## src/sv/hkra_pkg.sv

```systemverilog
package hkra_pkg;

  localparam int unsigned KEY_COUNT = 6;
  localparam int unsigned KEY_W = 8;
  localparam int unsigned CHAR_W = 7;
  localparam int unsigned SEL_W = 3;
  localparam int unsigned QUEUE_DEPTH = 2;

  localparam logic [KEY_W-1:0] SHIFT_MASK = 8'h22;
  localparam logic [KEY_W-1:0] CODE_LIMIT = 8'h40;

  localparam logic [CHAR_W-1:0] CH_CR = 7'h0d;
  localparam logic [CHAR_W-1:0] CH_ESC = 7'h1b;
  localparam logic [CHAR_W-1:0] CH_DEL = 7'h7f;
  localparam logic [CHAR_W-1:0] CH_TAB = 7'h09;

  typedef enum logic {
    OP_REPORT = 1'b0,
    OP_READ   = 1'b1
  } op_t;

  typedef enum logic [1:0] {
    ST_IDLE,
    ST_PUSH,
    ST_RD_WAIT,
    ST_EMIT
  } st_t;

  // classified item handed from front to back
  typedef struct packed {
    op_t                                op;
    logic [KEY_COUNT-1:0]               mask;
    logic [KEY_COUNT-1:0][CHAR_W-1:0]   chars;
  } entry_t;

  // US layout, usage codes below CODE_LIMIT
  function automatic logic [CHAR_W-1:0] key_char(input logic [5:0] code, input logic shift);
    logic [CHAR_W-1:0] ch;
    ch = '0;
    if (code >= 6'd4 && code <= 6'd29) begin
      ch = (shift ? 7'h41 : 7'h61) + CHAR_W'(code - 6'd4);
    end else begin
      unique case (code)
        6'd30: ch = shift ? 7'h21 : 7'h31;
        6'd31: ch = shift ? 7'h40 : 7'h32;
        6'd32: ch = shift ? 7'h23 : 7'h33;
        6'd33: ch = shift ? 7'h24 : 7'h34;
        6'd34: ch = shift ? 7'h25 : 7'h35;
        6'd35: ch = shift ? 7'h5e : 7'h36;
        6'd36: ch = shift ? 7'h26 : 7'h37;
        6'd37: ch = shift ? 7'h2a : 7'h38;
        6'd38: ch = shift ? 7'h28 : 7'h39;
        6'd39: ch = shift ? 7'h29 : 7'h30;
        6'd40: ch = CH_CR;
        6'd41: ch = CH_ESC;
        6'd42: ch = CH_DEL;
        6'd43: ch = CH_TAB;
        6'd44: ch = 7'h20;
        6'd45: ch = shift ? 7'h5f : 7'h2d;
        6'd46: ch = shift ? 7'h2b : 7'h3d;
        6'd47: ch = shift ? 7'h7b : 7'h5b;
        6'd48: ch = shift ? 7'h7d : 7'h5d;
        6'd49: ch = shift ? 7'h7c : 7'h5c;
        6'd51: ch = shift ? 7'h3a : 7'h3b;
        6'd52: ch = shift ? 7'h22 : 7'h27;
        6'd53: ch = shift ? 7'h7e : 7'h60;
        6'd54: ch = shift ? 7'h3c : 7'h2c;
        6'd55: ch = shift ? 7'h3e : 7'h2e;
        6'd56: ch = shift ? 7'h3f : 7'h2f;
        default: ch = '0;
      endcase
    end
    return ch;
  endfunction

endpackage

```

## src/sv/hkra_ram.sv

```systemverilog
module hkra_ram #(
  parameter int unsigned WIDTH = 7,
  parameter int unsigned DEPTH = 32,
  localparam int unsigned AW = (DEPTH > 1) ? $clog2(DEPTH) : 1
) (
  input  logic             clk,
  input  logic             we,
  input  logic [AW-1:0]    waddr,
  input  logic [WIDTH-1:0] wdata,
  input  logic             re,
  input  logic [AW-1:0]    raddr,
  output logic [WIDTH-1:0] rdata
);

  logic [WIDTH-1:0] mem [DEPTH];
  logic [WIDTH-1:0] rdata_r;

  always_ff @(posedge clk) begin
    if (we) begin
      mem[waddr] <= wdata;
    end
    if (re) begin
      rdata_r <= mem[raddr];
    end
  end

  assign rdata = rdata_r;

endmodule

```

## src/sv/hkra_front.sv

```systemverilog
module hkra_front (
  input  logic                                         clk,
  input  logic                                         rst_n,
  input  logic                                         in_valid,
  output logic                                         in_stall,
  input  logic                                         in_opcode,
  input  logic [hkra_pkg::KEY_W-1:0]                   in_modifier,
  input  logic [hkra_pkg::KEY_COUNT-1:0][hkra_pkg::KEY_W-1:0] keys,
  input  logic                                         q_full,
  output logic                                         q_push,
  output hkra_pkg::entry_t                             q_entry
);

  logic [hkra_pkg::KEY_COUNT-1:0][hkra_pkg::KEY_W-1:0] prev_r;
  logic [hkra_pkg::KEY_COUNT-1:0][hkra_pkg::KEY_W-1:0] prev_nxt;
  logic                                               shift;
  logic [hkra_pkg::KEY_COUNT-1:0]                     held;

  assign in_stall = q_full;
  assign q_push   = in_valid && !q_full;
  assign shift    = |(in_modifier & hkra_pkg::SHIFT_MASK);

  always_comb begin
    q_entry.op = hkra_pkg::op_t'(in_opcode);
    for (int i = 0; i < hkra_pkg::KEY_COUNT; i++) begin
      held[i] = 1'b0;
      for (int j = 0; j < hkra_pkg::KEY_COUNT; j++) begin
        if (prev_r[j] == keys[i]) begin
          held[i] = 1'b1;
        end
      end
      q_entry.chars[i] = hkra_pkg::key_char(keys[i][5:0], shift);
      q_entry.mask[i]  = (keys[i] != '0) && (keys[i] < hkra_pkg::CODE_LIMIT) &&
                         !held[i] && (q_entry.chars[i] != '0);
    end
  end

  // keys of an accepted report become the held set
  always_comb begin
    prev_nxt = prev_r;
    if (q_push && q_entry.op == hkra_pkg::OP_REPORT) begin
      prev_nxt = keys;
    end
  end

  always_ff @(posedge clk) begin
    if (!rst_n) begin
      prev_r <= '0;
    end else begin
      prev_r <= prev_nxt;
    end
  end

endmodule

```

## src/sv/hkra_queue.sv

```systemverilog
module hkra_queue (
  input  logic             clk,
  input  logic             rst_n,
  input  logic             push,
  input  hkra_pkg::entry_t push_entry,
  output logic             full,
  input  logic             pop,
  output logic             head_valid,
  output hkra_pkg::entry_t head
);

  localparam int unsigned IW = $clog2(hkra_pkg::QUEUE_DEPTH);
  localparam int unsigned CW = $clog2(hkra_pkg::QUEUE_DEPTH + 1);

  hkra_pkg::entry_t entries_r [hkra_pkg::QUEUE_DEPTH];
  logic [IW-1:0]    wr_idx_r, wr_idx_nxt;
  logic [IW-1:0]    rd_idx_r, rd_idx_nxt;
  logic [CW-1:0]    count_r, count_nxt;

  assign full       = (count_r == CW'(hkra_pkg::QUEUE_DEPTH));
  assign head_valid = (count_r != '0);
  assign head       = entries_r[rd_idx_r];

  always_comb begin
    wr_idx_nxt = wr_idx_r;
    rd_idx_nxt = rd_idx_r;
    count_nxt  = count_r;
    if (push) begin
      wr_idx_nxt = (wr_idx_r == IW'(hkra_pkg::QUEUE_DEPTH - 1)) ? '0 : wr_idx_r + 1'b1;
    end
    if (pop) begin
      rd_idx_nxt = (rd_idx_r == IW'(hkra_pkg::QUEUE_DEPTH - 1)) ? '0 : rd_idx_r + 1'b1;
    end
    if (push && !pop) begin
      count_nxt = count_r + 1'b1;
    end else if (pop && !push) begin
      count_nxt = count_r - 1'b1;
    end
  end

  always_ff @(posedge clk) begin
    if (!rst_n) begin
      wr_idx_r <= '0;
      rd_idx_r <= '0;
      count_r  <= '0;
    end else begin
      wr_idx_r <= wr_idx_nxt;
      rd_idx_r <= rd_idx_nxt;
      count_r  <= count_nxt;
    end
  end

  always_ff @(posedge clk) begin
    if (push) begin
      entries_r[wr_idx_r] <= push_entry;
    end
  end

endmodule

```

## src/sv/hkra_back.sv

```systemverilog
module hkra_back #(
  parameter int unsigned RING_DEPTH = 32
) (
  input  logic                          clk,
  input  logic                          rst_n,
  input  logic                          q_valid,
  input  hkra_pkg::entry_t              q_head,
  output logic                          q_pop,
  output logic                          out_valid,
  input  logic                          out_stall,
  output logic [hkra_pkg::CHAR_W-1:0]   out_char_out,
  output logic                          out_char_valid,
  output logic                          out_available
);

  localparam int unsigned PW = (RING_DEPTH > 1) ? $clog2(RING_DEPTH) : 1;

  hkra_pkg::st_t                                        state_r, state_nxt;
  logic [PW-1:0]                                        wr_r, wr_nxt, wr_inc;
  logic [PW-1:0]                                        rd_r, rd_nxt, rd_inc;
  logic [hkra_pkg::KEY_COUNT-1:0]                       mask_r, mask_nxt;
  logic [hkra_pkg::KEY_COUNT-1:0][hkra_pkg::CHAR_W-1:0] chars_r, chars_nxt;
  logic [hkra_pkg::CHAR_W-1:0]                          res_char_r, res_char_nxt;
  logic                                                 res_valid_r, res_valid_nxt;
  logic                                                 out_valid_r, out_valid_nxt;
  logic [hkra_pkg::CHAR_W-1:0]                          out_char_r, out_char_nxt;
  logic                                                 out_cv_r, out_cv_nxt;
  logic                                                 out_av_r, out_av_nxt;
  logic [hkra_pkg::SEL_W-1:0]                           sel;
  logic                                                 ram_we, ram_re;
  logic [hkra_pkg::CHAR_W-1:0]                          ram_rdata;

  assign wr_inc = (wr_r == PW'(RING_DEPTH - 1)) ? '0 : wr_r + 1'b1;
  assign rd_inc = (rd_r == PW'(RING_DEPTH - 1)) ? '0 : rd_r + 1'b1;

  // lowest pending key goes first
  always_comb begin
    sel = '0;
    for (int i = hkra_pkg::KEY_COUNT - 1; i >= 0; i--) begin
      if (mask_r[i]) begin
        sel = hkra_pkg::SEL_W'(i);
      end
    end
  end

  hkra_ram #(
    .WIDTH (hkra_pkg::CHAR_W),
    .DEPTH (RING_DEPTH)
  ) u_ring (
    .clk   (clk),
    .we    (ram_we),
    .waddr (wr_r),
    .wdata (chars_r[sel]),
    .re    (ram_re),
    .raddr (rd_r),
    .rdata (ram_rdata)
  );

  always_comb begin
    state_nxt     = state_r;
    wr_nxt        = wr_r;
    rd_nxt        = rd_r;
    mask_nxt      = mask_r;
    chars_nxt     = chars_r;
    res_char_nxt  = res_char_r;
    res_valid_nxt = res_valid_r;
    out_valid_nxt = out_valid_r && out_stall;
    out_char_nxt  = out_char_r;
    out_cv_nxt    = out_cv_r;
    out_av_nxt    = out_av_r;
    q_pop         = 1'b0;
    ram_we        = 1'b0;
    ram_re        = 1'b0;
    unique case (state_r)
      hkra_pkg::ST_IDLE: begin
        if (q_valid) begin
          q_pop         = 1'b1;
          res_char_nxt  = '0;
          res_valid_nxt = 1'b0;
          if (q_head.op == hkra_pkg::OP_REPORT) begin
            mask_nxt  = q_head.mask;
            chars_nxt = q_head.chars;
            state_nxt = hkra_pkg::ST_PUSH;
          end else if (wr_r == rd_r) begin
            state_nxt = hkra_pkg::ST_EMIT;
          end else begin
            ram_re    = 1'b1;
            state_nxt = hkra_pkg::ST_RD_WAIT;
          end
        end
      end
      hkra_pkg::ST_PUSH: begin
        if (mask_r == '0) begin
          state_nxt = hkra_pkg::ST_EMIT;
        end else begin
          // full ring drops the character
          if (wr_inc != rd_r) begin
            ram_we = 1'b1;
            wr_nxt = wr_inc;
          end
          mask_nxt[sel] = 1'b0;
        end
      end
      hkra_pkg::ST_RD_WAIT: begin
        res_char_nxt  = ram_rdata;
        res_valid_nxt = 1'b1;
        rd_nxt        = rd_inc;
        state_nxt     = hkra_pkg::ST_EMIT;
      end
      hkra_pkg::ST_EMIT: begin
        if (!out_valid_r || !out_stall) begin
          out_valid_nxt = 1'b1;
          out_char_nxt  = res_char_r;
          out_cv_nxt    = res_valid_r;
          out_av_nxt    = (wr_r != rd_r);
          state_nxt     = hkra_pkg::ST_IDLE;
        end
      end
      default: state_nxt = hkra_pkg::ST_IDLE;
    endcase
  end

  always_ff @(posedge clk) begin
    if (!rst_n) begin
      state_r     <= hkra_pkg::ST_IDLE;
      wr_r        <= '0;
      rd_r        <= '0;
      out_valid_r <= 1'b0;
    end else begin
      state_r     <= state_nxt;
      wr_r        <= wr_nxt;
      rd_r        <= rd_nxt;
      out_valid_r <= out_valid_nxt;
    end
  end

  always_ff @(posedge clk) begin
    mask_r      <= mask_nxt;
    chars_r     <= chars_nxt;
    res_char_r  <= res_char_nxt;
    res_valid_r <= res_valid_nxt;
    out_char_r  <= out_char_nxt;
    out_cv_r    <= out_cv_nxt;
    out_av_r    <= out_av_nxt;
  end

  assign out_valid      = out_valid_r;
  assign out_char_out   = out_char_r;
  assign out_char_valid = out_cv_r;
  assign out_available  = out_av_r;

  a_ptr_range: assert property (@(posedge clk) disable iff (!rst_n)
    ({1'b0, wr_r} < (PW + 1)'(RING_DEPTH)) && ({1'b0, rd_r} < (PW + 1)'(RING_DEPTH)))
    else $error("ring pointer out of range");

  a_load_from_emit: assert property (@(posedge clk) disable iff (!rst_n)
    $rose(out_valid_r) |-> $past(state_r == hkra_pkg::ST_EMIT))
    else $error("result loaded outside emit");

  a_no_overrun: assert property (@(posedge clk) disable iff (!rst_n)
    ram_we |=> (wr_r != rd_r) && $stable(rd_r))
    else $error("ring write overran read pointer");

  a_pop_only_idle: assert property (@(posedge clk) disable iff (!rst_n)
    q_pop |=> state_r != hkra_pkg::ST_IDLE)
    else $error("queue popped without leaving idle");

endmodule

```

## src/sv/hid_keyboard_report_to_ascii.sv

```systemverilog
// Channel | Direction | Handshake          | Payload
// in_     | input     | in_valid/in_stall  | in_opcode, in_modifier, in_key0..in_key5
// out_    | output    | out_valid/out_stall| out_char_out, out_char_valid, out_available
//
// A read on a non-empty ring passes through a wait state, as the ring memory read
// is registered; a report walks its new mappable keys in the push state, the back
// end writing one character per cycle into the ring's separate write port.
// The front end classifies a report in the cycle it is accepted, so up to two
// items can wait in the queue while the back end works.
// Reset: rst_n is synchronous, active low; clears pointers, held keys, queue and
// output valid. The character ring itself is not cleared.
// Stalls: in_stall rises only when the two-entry queue is full; out_stall holds the
// output register and the back end waits in its emit state.
module hid_keyboard_report_to_ascii #(
  parameter int unsigned RING_DEPTH = 32
) (
  input  logic       clk,
  input  logic       rst_n,
  // input channel
  input  logic       in_valid,
  output logic       in_stall,
  input  logic       in_opcode,
  input  logic [7:0] in_modifier,
  input  logic [7:0] in_key0,
  input  logic [7:0] in_key1,
  input  logic [7:0] in_key2,
  input  logic [7:0] in_key3,
  input  logic [7:0] in_key4,
  input  logic [7:0] in_key5,
  // result channel
  output logic       out_valid,
  input  logic       out_stall,
  output logic [6:0] out_char_out,
  output logic       out_char_valid,
  output logic       out_available
);

  // Front: compares the six codes against the held set, looks up characters
  // and builds a push mask; the held set updates on each accepted report.
  logic             q_push;
  logic             q_full;
  logic             q_pop;
  logic             q_valid;
  hkra_pkg::entry_t q_in;
  hkra_pkg::entry_t q_head;

  hkra_front u_front (
    .clk         (clk),
    .rst_n       (rst_n),
    .in_valid    (in_valid),
    .in_stall    (in_stall),
    .in_opcode   (in_opcode),
    .in_modifier (in_modifier),
    .keys        ({in_key5, in_key4, in_key3, in_key2, in_key1, in_key0}),
    .q_full      (q_full),
    .q_push      (q_push),
    .q_entry     (q_in)
  );

  // Short queue decouples classification from ring access.
  hkra_queue u_queue (
    .clk        (clk),
    .rst_n      (rst_n),
    .push       (q_push),
    .push_entry (q_in),
    .full       (q_full),
    .pop        (q_pop),
    .head_valid (q_valid),
    .head       (q_head)
  );

  // Back: owns the ring and its pointers, walks the push mask one key per
  // cycle, serves reads and drives the output register.
  hkra_back #(
    .RING_DEPTH (RING_DEPTH)
  ) u_back (
    .clk            (clk),
    .rst_n          (rst_n),
    .q_valid        (q_valid),
    .q_head         (q_head),
    .q_pop          (q_pop),
    .out_valid      (out_valid),
    .out_stall      (out_stall),
    .out_char_out   (out_char_out),
    .out_char_valid (out_char_valid),
    .out_available  (out_available)
  );

endmodule
```

## config.mk

```make
export PLATFORM = sky130hd
export DESIGN_NAME = hid_keyboard_report_to_ascii
export DESIGN_NICKNAME = d
export VERILOG_FILES = /design/src/sv/hkra_pkg.sv /design/src/sv/hkra_ram.sv /design/src/sv/hkra_front.sv /design/src/sv/hkra_queue.sv /design/src/sv/hkra_back.sv /design/src/sv/hid_keyboard_report_to_ascii.sv
export SDC_FILE = /design/constraint.sdc
export NUM_CORES = 1
export LEC_CHECK = 0
export BUFFER_PORTS_ARGS = -buffer_cell sky130_fd_sc_hd__buf_2
export CAP_MARGIN = 20
export CORE_MARGIN = 2
export CORE_UTILIZATION = 60
export CTS_CLUSTER_DIAMETER = 200
export DETAILED_ROUTE_END_ITERATION = 6
export HOLD_SLACK_MARGIN = 0.08
export MAX_ROUTING_LAYER = met4
export PLACE_DENSITY_LB_ADDON = 0.05
export SLEW_MARGIN = 40
export SYNTH_ARGS = -nofsm -noshare
export SYNTH_HDL_FRONTEND = slang
export SYNTH_SLANG_ARGS = --single-unit
```

## constraint.sdc

```tcl
create_clock -name clk -period 6.1 [get_ports clk]
set_input_delay 0.61 -clock clk [delete_from_list [all_inputs] [get_ports clk]]
set_output_delay 0.61 -clock clk [all_outputs]
set_load 0.01 [all_outputs]
```

==> out/metrics.cfg <==
[power]
leakage_nw = 9.847
ir_drop_v = 0.0002661
powerDensity_nw_per_um2 = 347.7

[logic_synthesis]
syn_avg_cell_area_sq_um = 11.36
synth_flop_cell = edfxtp_1
synth-async-reset-ratio_pct = 0
synth-edff-count = 394
synth_area_leaders = edfxtp_1 (43%), xnor2_1 (6.2%), mux4_2 (5.8%)
yosysTopAreaCellShare_pct = 43.46
syn-num-nets = 2554
synth_warnings = 0
synth_area_sq_um = 27220
synth_seq_cells = 460
yosysTopAreaCell = edfxtp_1
synthDistinctLibCells = 89
yosysSeqAreaShare_pct = 48.32
synthCells = 2397

[worst_hold_path]
whs_path_depth = 3
holdPathEnd = u_back.out_valid
worstHoldStart = out_stall
hold_class = input port to flop

[floorplan]
ios = 72
rows = 78
fp.dieW_um = 217
die_area_sq_um = 47090
start_util_pct = 60.37
chipHeight_um = 217
coreArea_sq_um = 45090

[routing]
drc = 0
wl_um = 75480
dr.pass1.iters = 6
via_count = 19390
ant_nets = 0
detail_route.wl_per_cell_um = 25.58
routed_via_density = 6.570
drt_iter0_drc = 2133

[setup_path]
critPathKind = flop to flop
cp_top_family = simple AND/OR/NAND/NOR gates
rr_startpoint = u_back.wr_r[0]
path_max_fanout = 9
worstReg2RegEnd = u_back.u_ring.mem[7][5]
endpoint_kind = flop
required_ns = 6.30
start_kind = flop
slowest_delay_ns = 0.82
path_buf_inv = 1
r2r_slack_ns = 2.32
path_cells = ha_1 -> and3_1 -> ha_1 -> inv_1 -> and3_1 -> o221ai_1 -> nand3_1 -> nor2b_1
critical_path.startpoint = u_back.wr_r[0]
arrival_ns = 3.99
worst-r2r-cell-count = 8
crit_slowest_cell = nor2b_1

[sta]
worstMarginPinSlew_ns = 0.8359
rsz0062_at_grt = no
slew_viol_final = 0
skew_ns = 0.02896
fin_crit_sh_pct = 61.98
relSlewSlack_pct = 44.16
hold_viol = 0
fmax_mhz = 264.5
setup_tns_ns = 0
finalSetupViolCount = 0
period_minus_slack_ns = 3.781
setup_ws_ns = 2.319

[global_route]
grt_pass1_wl_um = 116400
grt_pass1_vias = 19030
grt-ovfl-total = 0
grt_max_degree = 72
grt_usage_pct = 33.16
antenna_found_initial = 1

[finish]
fin_cells = 2951
multiInputGateArea_sq_um = 12970
final_util_pct = 64.82
fin_nets = 2468
seq_area_sq_um = 13160
drive_above_1_share_pct = 14.00
nFillCells = 3418
fin_area_sq_um = 29220
area_growth_pct = 7.359

[placement]
place_hpwl_um = 49880
dpl-instance-area_sq_um = 27650
io_buffers = 65
pre_cts_slack_ns = 2.361
placedCellCount = 2861
place.gp.congestion = 0.9276

[clock_tree]
cts_repair_resize_count = 0
postCtsSetupRepairBufs = 0
path_clk_slew_ns = 0.06
htreeDepth = 2
postCtsHoldBufs = 0
max-clock-path-buffers = 3
clock_latency_ns = 0.59
cts_made_buffers = 48
cts_root_buf = clkbuf_16
cts_tree = done
clock-sinks = 460

[flow_run]
max-cap-violations = 0

[outcome]
status = complete, no violations

cell usage after synthesis (36+ instances only):
master	n
edfxtp_1	394
xnor2_1	194
nand2_1	188
xor2_1	129
clkbuf_1	125
nor2_1	98
ha_1	96
a21oi_1	85
o21ai_0	85
inv_1	72
mux4_2	70
dfxtp_1	66
a21boi_0	56
nand4_1	54
buf_1	51
mux2_2	51
nand3_1	43
nor4_1	42
buf_2	41
nor2b_1	36
sequential cells by signal (all words and copies together) (netlist names), named ones only:
signal / count
u_queue.entries_r: 98
u_back.u_ring.mem: 224
u_back.res_char_r: 7
u_back.out_valid: 1
u_back.wr_r: 5
u_back.res_valid_r: 1
u_back.mask_r: 6
u_back.out_available: 1
u_back.out_char_out: 7
u_back.out_char_valid: 1
u_back.rd_r: 5
u_queue.rd_idx_r: 1
u_back.state_r: 2
u_back.u_ring.rdata: 7
u_front.prev_r: 48
u_back.chars_r: 42
u_queue.wr_idx_r: 1
u_queue.count_r: 2
cells in the final DEF (no fill, tap or decap), types with 10 or more instances in the layout:
cell       count
nand3_1       43
edfxtp_1     394
a22oi_1       20
buf_2         65
o22ai_1       25
a21boi_0      56
mux2i_1       32
nor2_1        94
nand2b_1      10
nor2b_1       33
o211ai_1      12
a22o_1        10
a21oi_1       85
a31oi_1       17
a311oi_1      12
and2_1        15
ha_1          96
nand4_1       54
buf_4         21
clkbuf_1      12
xor2_1       129
nor3_1        27
mux4_2        70
xnor2_1      194
clkinv_2      10
nand3b_1      21
a21o_1        13
nand2_1      188
a32oi_1       10
o21ai_0       84
mux2_2        51
dfxtp_1       62
nor4_1        41
nor3b_1       10
inv_1         72
a211oi_1      17
o31ai_1       12
clkbuf_16     49
worst max-delay path by stage:
stage,endpoint,slack [ns],depth (start not counted)
3_3_place_gp,u_queue.entries_r[0][43],2.37,9
2_1_floorplan,u_queue.entries_r[0][47],2.69,13
5_1_grt,u_back.u_ring.mem[7][5],2.08,8
4_1_cts,u_back.u_ring.mem[4][0],2.33,8
3_5_place_dp,u_queue.entries_r[1][44],2.36,8
6_report,u_back.u_ring.mem[7][5],2.32,8
through the flow:
| step | total power, mW | hold slack, ns |
|---|---|---|
| finish | 10.16 | 0.3389 |
| global route | 10.57 | 0.3405 |
| CTS | 10.21 | 0.3106 |
| detailed placement | 7.316 | 0.4045 |
| global placement | 7.219 | 0.4033 |
| floorplan | 6.355 | 0.4003 |
tightest hold or removal path, cell delays in order:
cell and delay (ns):
buf_2 0.11, a21oi_1 0.06, nor2b_1 0.09
power by group:
group          total, mW  leakage [nW]  switching [mW]  internal [mW]
Clock               2.90         0.755            1.24           1.66
Sequential          4.58          4.16           0.261           4.32
Combinational       2.69          4.93            1.72          0.968
Total               10.2          9.85            3.22           6.94
per-layer routing:
metal	GRT usage [%]	part of all wire (%)
met1	42.52	40
met2	55.46	50
met3	3.913	6.3
met4	10.48	3.3
met5	-	0
cell type report:
| cell class | count | share of cell area (%) |
|---|---|---|
| multi-input cells | 1639 | 44.38 |
| clock buffers | 61 | 4.350 |
| repair buffers | 88 | 1.730 |
| flip-flops and latches | 460 | 45.03 |
| well taps | 600 | 2.569 |
| diodes | 1 | 0.008563 |
| clock inverters | 28 | 0.9676 |
| inverters | 74 | 0.9590 |
cells by family after synthesis:
| family | share of synthesized area [%] |
|---|---|
| AO/OA/AOI/OAI | 12.38 |
| XOR/XNOR | 10.39 |
| adder cells (fa/ha/maj) | 4.413 |
| buffers and inverters | 4.468 |
| flip-flops | 48.32 |
| multiplexers | 9.078 |
| AND/OR/NAND/NOR | 10.95 |
No activity file was read; power rests on OpenSTA's default activity.
